[config.mk]
export PLATFORM = sky130hd
export DESIGN_NAME = rsa_key_pair_from_primes_core
export DESIGN_NICKNAME = d
export VERILOG_FILES = /design/src/rtl/rkp_pkg.sv /design/src/rtl/rkp_mul.sv /design/src/rtl/rkp_div.sv /design/src/rtl/rsa_key_pair_from_primes_core.sv
export SDC_FILE = /design/constraint.sdc
export NUM_CORES = 1
export LEC_CHECK = 0
export CORE_ASPECT_RATIO = 0.5
export CORE_MARGIN = 3
export CORE_UTILIZATION = 25
export CTS_BUF_LIST = sky130_fd_sc_hd__clkbuf_8 sky130_fd_sc_hd__clkbuf_16
export DETAILED_ROUTE_END_ITERATION = 8
export DONT_BUFFER_PORTS = 1
export PLACE_DENSITY_LB_ADDON = 0.15
export SKIP_CTS_REPAIR_TIMING = 1
export SLEW_MARGIN = 20
export SYNTH_ARGS = -nofsm -noshare
export SYNTH_HDL_FRONTEND = slang
export SYNTH_HIERARCHICAL = 1
export SYNTH_SLANG_ARGS = --single-unit
[constraint.sdc]
create_clock -name clk -period 11.9 [get_ports clk]
set_input_delay 0.595 -clock clk [delete_from_list [all_inputs] [get_ports clk]]
set_output_delay 0.595 -clock clk [all_outputs]
set_load 0.02 [all_outputs]
[src/rtl/rkp_pkg.sv]
// Package for the RSA key pair core: widths shared by all modules.
// Depends on nothing.
package rkp_pkg;
  localparam int PRIME_WIDTH = 16;
  localparam int WORK_W = 2 * PRIME_WIDTH;
  localparam int OUT_W = 32;
  localparam int CNT_W = $clog2(WORK_W + 1);
  localparam logic [WORK_W-1:0] SEARCH_DIV = WORK_W'(3);

  function automatic logic [OUT_W-1:0] fit_out(logic [WORK_W-1:0] x);
    logic [WORK_W+OUT_W-1:0] ext;
    ext = {{OUT_W{1'b0}}, x};
    return ext[OUT_W-1:0];
  endfunction
endpackage

[src/rtl/rkp_mul.sv]
// Bit-serial shift-and-add multiplier, one multiplier bit per cycle.
// Depends on rkp_pkg.
module rkp_mul (
  input  logic                       clk,
  input  logic                       rst,
  input  logic                       start,
  input  logic [rkp_pkg::WORK_W-1:0] op_a,
  input  logic [rkp_pkg::WORK_W-1:0] op_b,
  output logic                       done,
  output logic [rkp_pkg::WORK_W-1:0] prod
);
  import rkp_pkg::*;

  logic [WORK_W-1:0] mcand;
  logic [WORK_W-1:0] mplier;
  logic [CNT_W-1:0]  cnt;
  logic              busy;

  always_ff @(posedge clk) begin
    if (rst) begin
      busy <= 1'b0;
      done <= 1'b0;
      cnt  <= '0;
    end else begin
      done <= 1'b0;
      if (start) begin
        busy   <= 1'b1;
        mcand  <= op_a;
        mplier <= op_b;
        prod   <= '0;
        cnt    <= CNT_W'(WORK_W);
      end else if (busy) begin
        if (mplier[0]) prod <= prod + mcand;
        mcand  <= mcand << 1;
        mplier <= mplier >> 1;
        cnt    <= cnt - CNT_W'(1);
        if (cnt == CNT_W'(1)) begin
          busy <= 1'b0;
          done <= 1'b1;
        end
      end
    end
  end
endmodule

[src/rtl/rkp_div.sv]
// Restoring divider, one quotient bit per cycle; the divisor is never zero.
// Depends on rkp_pkg.
module rkp_div (
  input  logic                       clk,
  input  logic                       rst,
  input  logic                       start,
  input  logic [rkp_pkg::WORK_W-1:0] num,
  input  logic [rkp_pkg::WORK_W-1:0] den,
  output logic                       done,
  output logic [rkp_pkg::WORK_W-1:0] quo,
  output logic [rkp_pkg::WORK_W-1:0] rem
);
  import rkp_pkg::*;

  logic [WORK_W-1:0] dsor;
  logic [CNT_W-1:0]  cnt;
  logic              busy;
  logic [WORK_W:0]   trial;
  logic [WORK_W:0]   diff;

  assign trial = {rem, quo[WORK_W-1]};
  assign diff  = trial - {1'b0, dsor};

  always_ff @(posedge clk) begin
    if (rst) begin
      busy <= 1'b0;
      done <= 1'b0;
      cnt  <= '0;
    end else begin
      done <= 1'b0;
      if (start) begin
        busy <= 1'b1;
        quo  <= num;
        rem  <= '0;
        dsor <= den;
        cnt  <= CNT_W'(WORK_W);
      end else if (busy) begin
        if (!diff[WORK_W]) begin
          rem <= diff[WORK_W-1:0];
          quo <= {quo[WORK_W-2:0], 1'b1};
        end else begin
          rem <= trial[WORK_W-1:0];
          quo <= {quo[WORK_W-2:0], 1'b0};
        end
        cnt <= cnt - CNT_W'(1);
        if (cnt == CNT_W'(1)) begin
          busy <= 1'b0;
          done <= 1'b1;
        end
      end
    end
  end
endmodule

[src/rtl/rsa_key_pair_from_primes_core.sv]
// RSA key pair core: modulus, coprime exponent and its inverse from two primes.
// Each item runs two multiplies and one divide to set up, then one divide per
// Euclid step of the coprime search, one divide plus one multiply per extended
// Euclid step and one final reducing divide, all on a single bit-serial
// multiplier and a single bit-serial divider; a prime below 2 ends after the modulus.
// Depends on rkp_pkg, rkp_mul and rkp_div.
module rsa_key_pair_from_primes_core (
  input  logic                            clk,
  input  logic                            rst,
  input  logic                            in_valid,
  output logic                            in_ready,
  input  logic [rkp_pkg::PRIME_WIDTH-1:0] prime_p,
  input  logic [rkp_pkg::PRIME_WIDTH-1:0] prime_q,
  output logic                            out_valid,
  input  logic                            out_ready,
  output logic [rkp_pkg::OUT_W-1:0]       modulus,
  output logic [rkp_pkg::OUT_W-1:0]       exp_chosen,
  output logic [rkp_pkg::OUT_W-1:0]       exp_inverse,
  output logic                            key_found
);
  import rkp_pkg::*;

  typedef enum logic [3:0] {
    S_IDLE, S_MULN, S_MULPHI, S_START, S_CAND, S_GCD,
    S_EU, S_EUDIV, S_EUMUL, S_RED, S_DONE
  } state_t;

  state_t state;
  logic [WORK_W-1:0] p, q, n, phi, i, ga;
  logic [WORK_W-1:0] big, sml, cprev, ccur, tmp, inv;
  logic neg, found, small_in;

  logic mul_start, mul_done, div_start, div_done;
  logic [WORK_W-1:0] mul_a, mul_b, prod, div_n, div_d, quo, rem;

  rkp_mul u_mul (.clk, .rst, .start(mul_start), .op_a(mul_a), .op_b(mul_b),
                 .done(mul_done), .prod);
  rkp_div u_div (.clk, .rst, .start(div_start), .num(div_n), .den(div_d),
                 .done(div_done), .quo, .rem);

  assign in_ready = (state == S_IDLE);
  assign small_in = (p[PRIME_WIDTH-1:1] == '0) || (q[PRIME_WIDTH-1:1] == '0);

  always_ff @(posedge clk) begin
    if (rst) begin
      state     <= S_IDLE;
      out_valid <= 1'b0;
      mul_start <= 1'b0;
      div_start <= 1'b0;
    end else begin
      mul_start <= 1'b0;
      div_start <= 1'b0;
      if (out_valid && out_ready && state != S_DONE) out_valid <= 1'b0;
      unique case (state)
        S_IDLE: begin
          if (in_valid) begin
            p <= WORK_W'(prime_p);
            q <= WORK_W'(prime_q);
            mul_a <= WORK_W'(prime_p);
            mul_b <= WORK_W'(prime_q);
            mul_start <= 1'b1;
            found <= 1'b0;
            inv <= '0;
            i <= '0;
            state <= S_MULN;
          end
        end
        S_MULN: begin
          if (mul_done) begin
            n <= prod;
            if (small_in) begin
              state <= S_DONE;
            end else begin
              mul_a <= p - WORK_W'(1);
              mul_b <= q - WORK_W'(1);
              mul_start <= 1'b1;
              state <= S_MULPHI;
            end
          end
        end
        S_MULPHI: begin
          if (mul_done) begin
            phi <= prod;
            div_n <= prod;
            div_d <= SEARCH_DIV;
            div_start <= 1'b1;
            state <= S_START;
          end
        end
        S_START: begin
          if (div_done) begin
            i <= (quo == '0) ? WORK_W'(1) : quo;
            state <= S_CAND;
          end
        end
        S_CAND: begin
          if (i >= phi) begin
            state <= S_DONE;
          end else begin
            ga <= i;
            div_n <= phi;
            div_d <= i;
            div_start <= 1'b1;
            state <= S_GCD;
          end
        end
        S_GCD: begin
          if (div_done) begin
            if (rem == '0) begin
              if (ga == WORK_W'(1)) begin
                found <= 1'b1;
                big <= phi;
                sml <= i;
                cprev <= '0;
                ccur <= WORK_W'(1);
                neg <= 1'b0;
                state <= S_EU;
              end else begin
                i <= i + WORK_W'(1);
                state <= S_CAND;
              end
            end else begin
              ga <= rem;
              div_n <= ga;
              div_d <= rem;
              div_start <= 1'b1;
            end
          end
        end
        S_EU: begin
          if (sml > WORK_W'(1)) begin
            div_n <= big;
            div_d <= sml;
            div_start <= 1'b1;
            state <= S_EUDIV;
          end else if (sml == '0) begin
            inv <= '0;
            state <= S_DONE;
          end else begin
            div_n <= ccur;
            div_d <= phi;
            div_start <= 1'b1;
            state <= S_RED;
          end
        end
        S_EUDIV: begin
          if (div_done) begin
            tmp <= rem;
            mul_a <= quo;
            mul_b <= ccur;
            mul_start <= 1'b1;
            state <= S_EUMUL;
          end
        end
        S_EUMUL: begin
          if (mul_done) begin
            cprev <= ccur;
            ccur <= cprev + prod;
            big <= sml;
            sml <= tmp;
            neg <= !neg;
            state <= S_EU;
          end
        end
        S_RED: begin
          if (div_done) begin
            inv <= (neg && ccur != '0) ? phi - rem : rem;
            state <= S_DONE;
          end
        end
        S_DONE: begin
          if (!out_valid || out_ready) begin
            out_valid <= 1'b1;
            modulus <= fit_out(n);
            exp_chosen <= found ? fit_out(i) : '0;
            exp_inverse <= found ? fit_out(inv) : '0;
            key_found <= found;
            state <= S_IDLE;
          end
        end
        default: state <= S_IDLE;
      endcase
    end
  end

  a_nokey_zero: assert property (@(posedge clk) disable iff (rst)
    out_valid && !key_found |-> exp_chosen == '0 && exp_inverse == '0)
    else $error("result without a key carries a nonzero exponent");

  a_key_nonzero: assert property (@(posedge clk) disable iff (rst)
    out_valid && key_found |-> exp_chosen != '0)
    else $error("key flagged with a zero exponent");

  a_rise_from_done: assert property (@(posedge clk) disable iff (rst)
    $rose(out_valid) |-> $past(state == S_DONE))
    else $error("result raised outside the completion step");
endmodule

==> results of run 1 <==
-- cell type report --
type | count | area (µm²)
fillers | 16200 | 113000
flip-flops and latches | 794 | 23600
multi-input cells | 2330 | 15500
well taps | 2152 | 2690
clock buffers | 87 | 2180
repair buffers | 80 | 696
clock inverters | 65 | 644
inverters | 150 | 563
diodes | 2 | 5.00
-- per-stage QoR --
stage	hold WS, ns	instance area (µm²)
finish	0.0630	45900
CTS	-0.0438	45500
detailed placement	0.405	42700
floorplan	0.400	40200
global route	0.00932	45900
global placement	0.401	42700
-- kinds of logic after synthesis --
| logic type | count (synthesis) | share of synthesized area |
|---|---|---|
| XOR/XNOR | 142 | 0.0310 |
| AO/OA/AOI/OAI | 859 | 0.140 |
| multiplexers | 137 | 0.0372 |
| adder cells (fa/ha/maj) | 168 | 0.0531 |
| flip-flops | 794 | 0.588 |
| AND/OR/NAND/NOR | 1024 | 0.121 |
| buffers and inverters | 310 | 0.0297 |
-- synthesized netlist by cell type, types with 6 or more instances --
master,count,area [µm²]
buf_2,13,65.1
mux2_2,93,1050
xor2_1,59,517
nor2b_1,23,144
clkbuf_1,124,465
a22oi_1,50,375
xnor2_1,83,727
a211oi_1,34,255
nor3b_1,7,52.6
o21ai_0,269,1350
nor2_1,188,706
nor4_1,48,300
mux2i_1,39,390
o21bai_1,13,97.6
o21ai_1,12,60.1
edfxtp_1,771,23200
o21a_1,21,158
ha_1,164,2050
buf_1,19,71.3
o31a_1,7,61.3
o31ai_1,9,67.6
nand3_1,57,285
a221o_1,12,120
dfxtp_1,23,460
and3_1,21,131
or3_1,23,144
or4_1,7,52.6
inv_1,148,556
nand2b_1,19,119
nand4_1,44,275
o2111ai_1,6,52.6
a21o_1,79,593
o211ai_1,15,113
a31oi_1,21,131
and2_1,104,651
a311oi_1,6,52.6
or2_2,7,43.8
a222oi_1,32,320
nor3_1,61,305
nand2_1,396,1490
a21oi_1,197,986
-- worst max-delay path by stage --
stage                     startpoint             to  slack, ns  depth (start not counted)
after floorplan             state[3]  exp_chosen[0]       3.30                          5
after global placement      state[0]       ccur[27]       6.51                         10
after detailed placement    state[0]       ccur[28]       6.45                         10
after CTS                   state[0]       ccur[30]       6.43                         10
after global routing        state[0]      cprev[28]       6.05                         10
final                       state[0]      cprev[26]       6.41                         10
-- placed cells by master, fill, tap and decap left out, types with 59 or more instances in the layout --
master and n:
clkbuf_16 87, a21o_1 78, nand2_1 394, a21oi_1 195, xor2_1 59, mux2_2 93, and2_1 104, nor2_1 182
edfxtp_1 771, o21ai_0 268, xnor2_1 83, ha_1 164, inv_1 165
-- where the power goes --
group | leakage, nW | total [W] | switching [W] | internal [W]
clock | 1.43 | 0.00275 | 0.00118 | 0.00157
sequential | 7.27 | 0.00411 | 0.000429 | 0.00368
combinational | 7.34 | 0.00233 | 0.00144 | 0.000888
-- routing by layer --
layer	track usage	part of all wire	wire length, µm	vias up
met1	0.234	0.50	66500	13800
met5	0	0	0	-
li1	-	-	-	12900
met2	0.226	0.42	56100	792
met3	0.0230	0.054	7180	131
met4	0.0354	0.020	2630	0
==> metrics.md, run 1 <==
| Metric | Value |
|---|---|
| Final setup violation count | 0 |
| Initial antenna violation count | 9 |
| WP data required | 12.19 ns |
| Clock Latency Late Sink | 0.68 ns |
| PwrDens | 200 nW/µm² |
| Reg2Reg Depth | 10 |
| IO Count | 135 |
| Final WS setup | 6.41 ns |
| Peak supply drop | 0.116 mV |
| DR vias | 27600 |
| Asr flop ratio synth | 0 |
| Ys flop type | edfxtp_1 |
| Hold EP | out_valid |
| Post-synth EDFFs | 771 |
| Crit start category | register |
| CP delay by family, top | buffers and inverters |
| Cell variety after synth | 95 |
| Buffer and inverter count on the worst path | 4 |
| Iter 0 DRT Violations | 2801 |
| Leak | 16.0 nW |
| Drt pass-1 iters | 6 |
| Placeable Area | 159000 µm² |
| Setup Skew | 0.0235 ns |
| CTS tree | done |
| Non-filler cells, final | 5660 |
| Final wirelength | 132000 µm |
| Max stage delay on crit path | 0.78 ns |
| Worst-path clk slew | 0.06 ns |
| Die area | 166000 µm² |
| Worst hold-check path type | in2reg |
| Layout cell share with drive strength beyond 1 | 0.0973 |
| Synth Cell Area | 40200 µm² |
| Total CTS buffers | 86 |
| H-tree depth | 3 |
| Residual DRC | 0 |
| Placer's final routability congestion estimate | 0.872 |
| Status | completed |
| Worst path cell trace | nor2b_1, nand2_2, inv_2, buf_4, nand2_1, nor3_1, a21oi_1, nor2b_4, buf_4, buf_4 |
| R2R Path End | cprev[26] |
| Critical path's slowest cell | buf_4 |
| Port Buffers | 0 |
| Yosys warnings | 6 |
| CP Max Fanout | 73 |
| Register area share after synthesis | 0.588 |
| Slew Limit Fails | 0 |
| Row cnt | 103 |
| GR Overflow Total | 0 |
| Yosys reg bits | 794 |
| Vias in the first global route | 26700 |
| Root Buffer | clkbuf_16 |
| Cells after synthesis | 3434 |
| Die X | 573 µm |
| Max Freq | 182 MHz |
| Final hold violations | 0 |
| MaxCap Viol Count | 0 |
| Syn Area/Cell | 11.7 µm² |
| GR Util All Layers | 0.153 |
| CTS sink cnt | 794 |
| Final min period | 5.49 ns |
| CP Capture Type | register |
| Critical path data arrival time | 5.78 ns |
| Slew @ Worst Pin | 1.01 ns |
| Final HPWL DP | 94300 µm |
| Placed cell count | 5472 |
| CTS max path bufs | 3 |
| Mean routed wirelength per cell | 23.4 µm |
| Power Total | 0.00919 W |
| Die Y | 289 µm |
| Detail Route Antenna Nets | 0 |
| Layout Utilization | 0.289 |
| Avg Vias per Cell | 4.88 |
| Relative slew margins | 0.326 |
| Largest net degree at the start of global routing | 99 |
| Hold Crit Start | rst |
| Place WS | 6.45 ns |
| Area Growth Syn to Fin | 14.3% |
| TNS Setup | 0 ns |
| WS Path Type | reg2reg |
| Hold path cells | 1 |
| Nets | 3646 |
| RSZ-0062 raised after global routing | no |
| Most numerous cell on the critical path | buf_4 |
| RR Startpoint | state[0] |
| Final cycle utilization of the critical path | 0.461 |
| Synth Net Count | 3638 |
| Starting Density | 0.253 |
| Reg2Reg Setup Slack | 6.41 ns |
| First-pass GRT wire length | 189000 µm |
Power figures use the tool's default switching activity.
==> inputs of run 2 (changes only) <==
==> constraint.sdc (replaced) <==
create_clock -name clk -period 5.3 [get_ports clk]
set_input_delay 0.265 -clock clk [delete_from_list [all_inputs] [get_ports clk]]
set_output_delay 0.265 -clock clk [all_outputs]
set_load 0.02 [all_outputs]
==> run 2 against run 1 <==
  * Cell count up 0.48%
  * Die area unchanged
  * Sequential power up 120%
  * Wire length up 1.1%
  * Highest routed layer is now met5
==> metrics.md, run 2 (same netlist as run 1, synthesis figures left out) <==
| Metric | Value |
|---|---|
| Status | completed |
| R2R Path End | u_div/rem[16] |
| Final wirelength | 134000 µm (+1.1%) |
| Clock Latency Late Sink | 0.70 ns (+0.02 ns) |
| Placed Area | 42900 µm² (+0.37%) |
| Seq pwr share | 0.441 (-0.007) |
| Nets | 3663 (+0.47%) |
| Net Sw Power | 0.00694 W (+130%) |
| Power Total | 0.0209 W (+130%) |
| First-pass GRT wire length | 192000 µm (+1.5%) |
| CP Capture Type | register |
| GR Overflow Total | 0 (unchanged) |
| FILL cells | 16300 (+0.54%) |
| CTS tree | done |
| Layout Utilization | 0.291 (+0.00208) |
| Peak supply drop | 0.250 mV (+120%) |
| IO Count | 135 (unchanged) |
| Iter 0 DRT Violations | 2722 (-2.8%) |
| Setup Skew | 0.0283 ns (+0.00481 ns) |
| Worst-path clk slew | 0.06 ns (about the same) |
| Detail Route Antenna Nets | 0 (unchanged) |
| MaxCap Viol Count | 0 (unchanged) |
| Slew Limit Fails | 0 (unchanged) |
| Critical path data arrival time | 4.53 ns (-1.25 ns) |
| Starting Density | 0.253 (unchanged) |
| H-tree depth | 3 (unchanged) |
| Mean routed wirelength per cell | 23.6 µm (+0.66%) |
| Final hold violations | 0 (unchanged) |
| CP Launch Point | u_div/rem[0] |
| Commonest non-fill, non-tap cells in the layout | 771 x edfxtp_1, 394 x nand2_1, 268 x o21ai_0, 195 x a21oi_1, 182 x nor2_1 |
| Design area | 46200 µm² (+0.72%) |
| Total CTS buffers | 87 (+1.2%) |
| Commonest non-fill, non-tap cell in the layout | edfxtp_1 |
| Placer's final routability congestion estimate | 0.881 (+1.1%) |
| Die area | 166000 µm² (unchanged) |
| Hold Crit Start | prime_p[7] |
| Max Freq | 243 MHz (+33%) |
| Drt pass-1 iters | 8 (+2) |
| Crit start category | register |
| Initial antenna violation count | 17 (+8) |
| Reg2Reg Setup Slack | 1.18 ns (-5.23 ns) |
| Worst hold-check path type | in2reg |
| Relative slew margins | 0.242 (-0.0844) |
| Largest net degree at the start of global routing | 91 (-8.1%) |
| Avg Vias per Cell | 4.88 (about the same) |
| WP data required | 5.71 ns (-6.48 ns) |
| Residual DRC | 0 (unchanged) |
| Hold EP | mul_a[7] |
| PwrDens | 453 nW/µm² (+130%) |
| Leak | 16.2 nW (+0.90%) |
| TNS Setup | 0 ns (unchanged) |
| Reg2Reg Depth | 12 (+2) |
| WS Path Type | reg2reg |
| Final HPWL DP | 95900 µm (+1.7%) |
| Final cycle utilization of the critical path | 0.778 (+0.317) |
| Final min period | 4.12 ns (-1.37 ns) |
| Internal Pwr Total | 0.0140 W (+130%) |
| Hold path cells | 2 (+1) |
| Root Buffer | clkbuf_16 |
| CP Max Fanout | 19 (-74%) |
| Layout cell share with drive strength beyond 1 | 0.104 (+0.00636) |
| Area Growth Syn to Fin | 15.1% |
| Die Y | 289 µm (unchanged) |
| GR Util All Layers | 0.157 (+0.00319) |
| RR Startpoint | u_div/rem[0] |
| Clock share of power | 0.305 (+0.006) |
| CTS sink cnt | 794 (unchanged) |
| Vias in the first global route | 27100 (+1.4%) |
| RSZ-0062 raised after global routing | no |
| CTS max path bufs | 3 (unchanged) |
| Sw Share | 0.332 (about the same) |
| Port Buffers | 0 (unchanged) |
| Row cnt | 103 (unchanged) |
| Final setup violation count | 0 (unchanged) |
| DR vias | 27800 (+0.50%) |
| Die X | 573 µm (unchanged) |
| Slew @ Worst Pin | 1.13 ns (+0.124 ns) |
| Gate power share | 0.254 (about the same) |
| Placeable Area | 159000 µm² (unchanged) |
## run 2: metal layers
| layer | track usage | part of all wire |
|---|---|---|
| met1 | 0.235 | 0.50 |
| met4 | 0.0359 | 0.020 |
| met3 | 0.0294 | 0.061 |
| met5 | 0 | 0.000067 |
| met2 | 0.231 | 0.42 |
## run 2: stage by stage
stage | setup slack [ns] | hold WS [ns] | cells
after floorplan | 0.138 | 0.334 | 3434
final | 1.18 | 0.0438 | 5687
after global routing | 1.01 | 0.00568 | 5685
after detailed placement | 1.25 | 0.364 | 5485
after global placement | 1.29 | 0.363 | 5484
after CTS | 1.22 | -0.393 | 5647
## run 2: worst max-delay path: stages (launching register included)
cell and delay [ns]:
edfxtp_1 0.72, inv_1 0.14, fa_1 0.45, nand2b_1 0.21
a211oi_2 0.36, o31ai_1 0.14, o21ai_1 0.22, o21ai_2 0.14
a211oi_2 0.35, o21a_1 0.55, buf_4 0.33, or3_1 0.15
a21oi_1 0.07
## run 2: power groups by stage
stage | Sequential [W] | Combinational (W) | Clock [W]
floorplan | 0.00878 | 0.00391 | 0
global placement | 0.00934 | 0.00526 | 0
detailed placement | 0.00935 | 0.00526 | 0
CTS | 0.00923 | 0.00529 | 0.00658
global route | 0.00932 | 0.00592 | 0.00683
finish | 0.00922 | 0.00531 | 0.00639
## run 2: worst max-delay path by stage
stage          slack, ns  cells after the start             to
2_1_floorplan       0.14                      5  exp_chosen[0]
3_3_place_gp        1.29                     12   u_div/rem[1]
3_5_place_dp        1.25                     12  u_div/rem[16]
4_1_cts             1.22                     12  u_div/rem[16]
5_1_grt             1.01                     12   u_div/rem[2]
6_report            1.18                     12  u_div/rem[16]
## run 2: cell type report
type	count	area, µm²	area share
sequential	794	23600	0.511
multi-input combinational	2330	15500	0.336
tap	2152	2690	0.0582
clock buffer	92	2270	0.0491
timing repair buffer	96	877	0.0190
clock inverter	70	693	0.0150
inverter	150	563	0.0122
antenna	3	7.51	0.000162
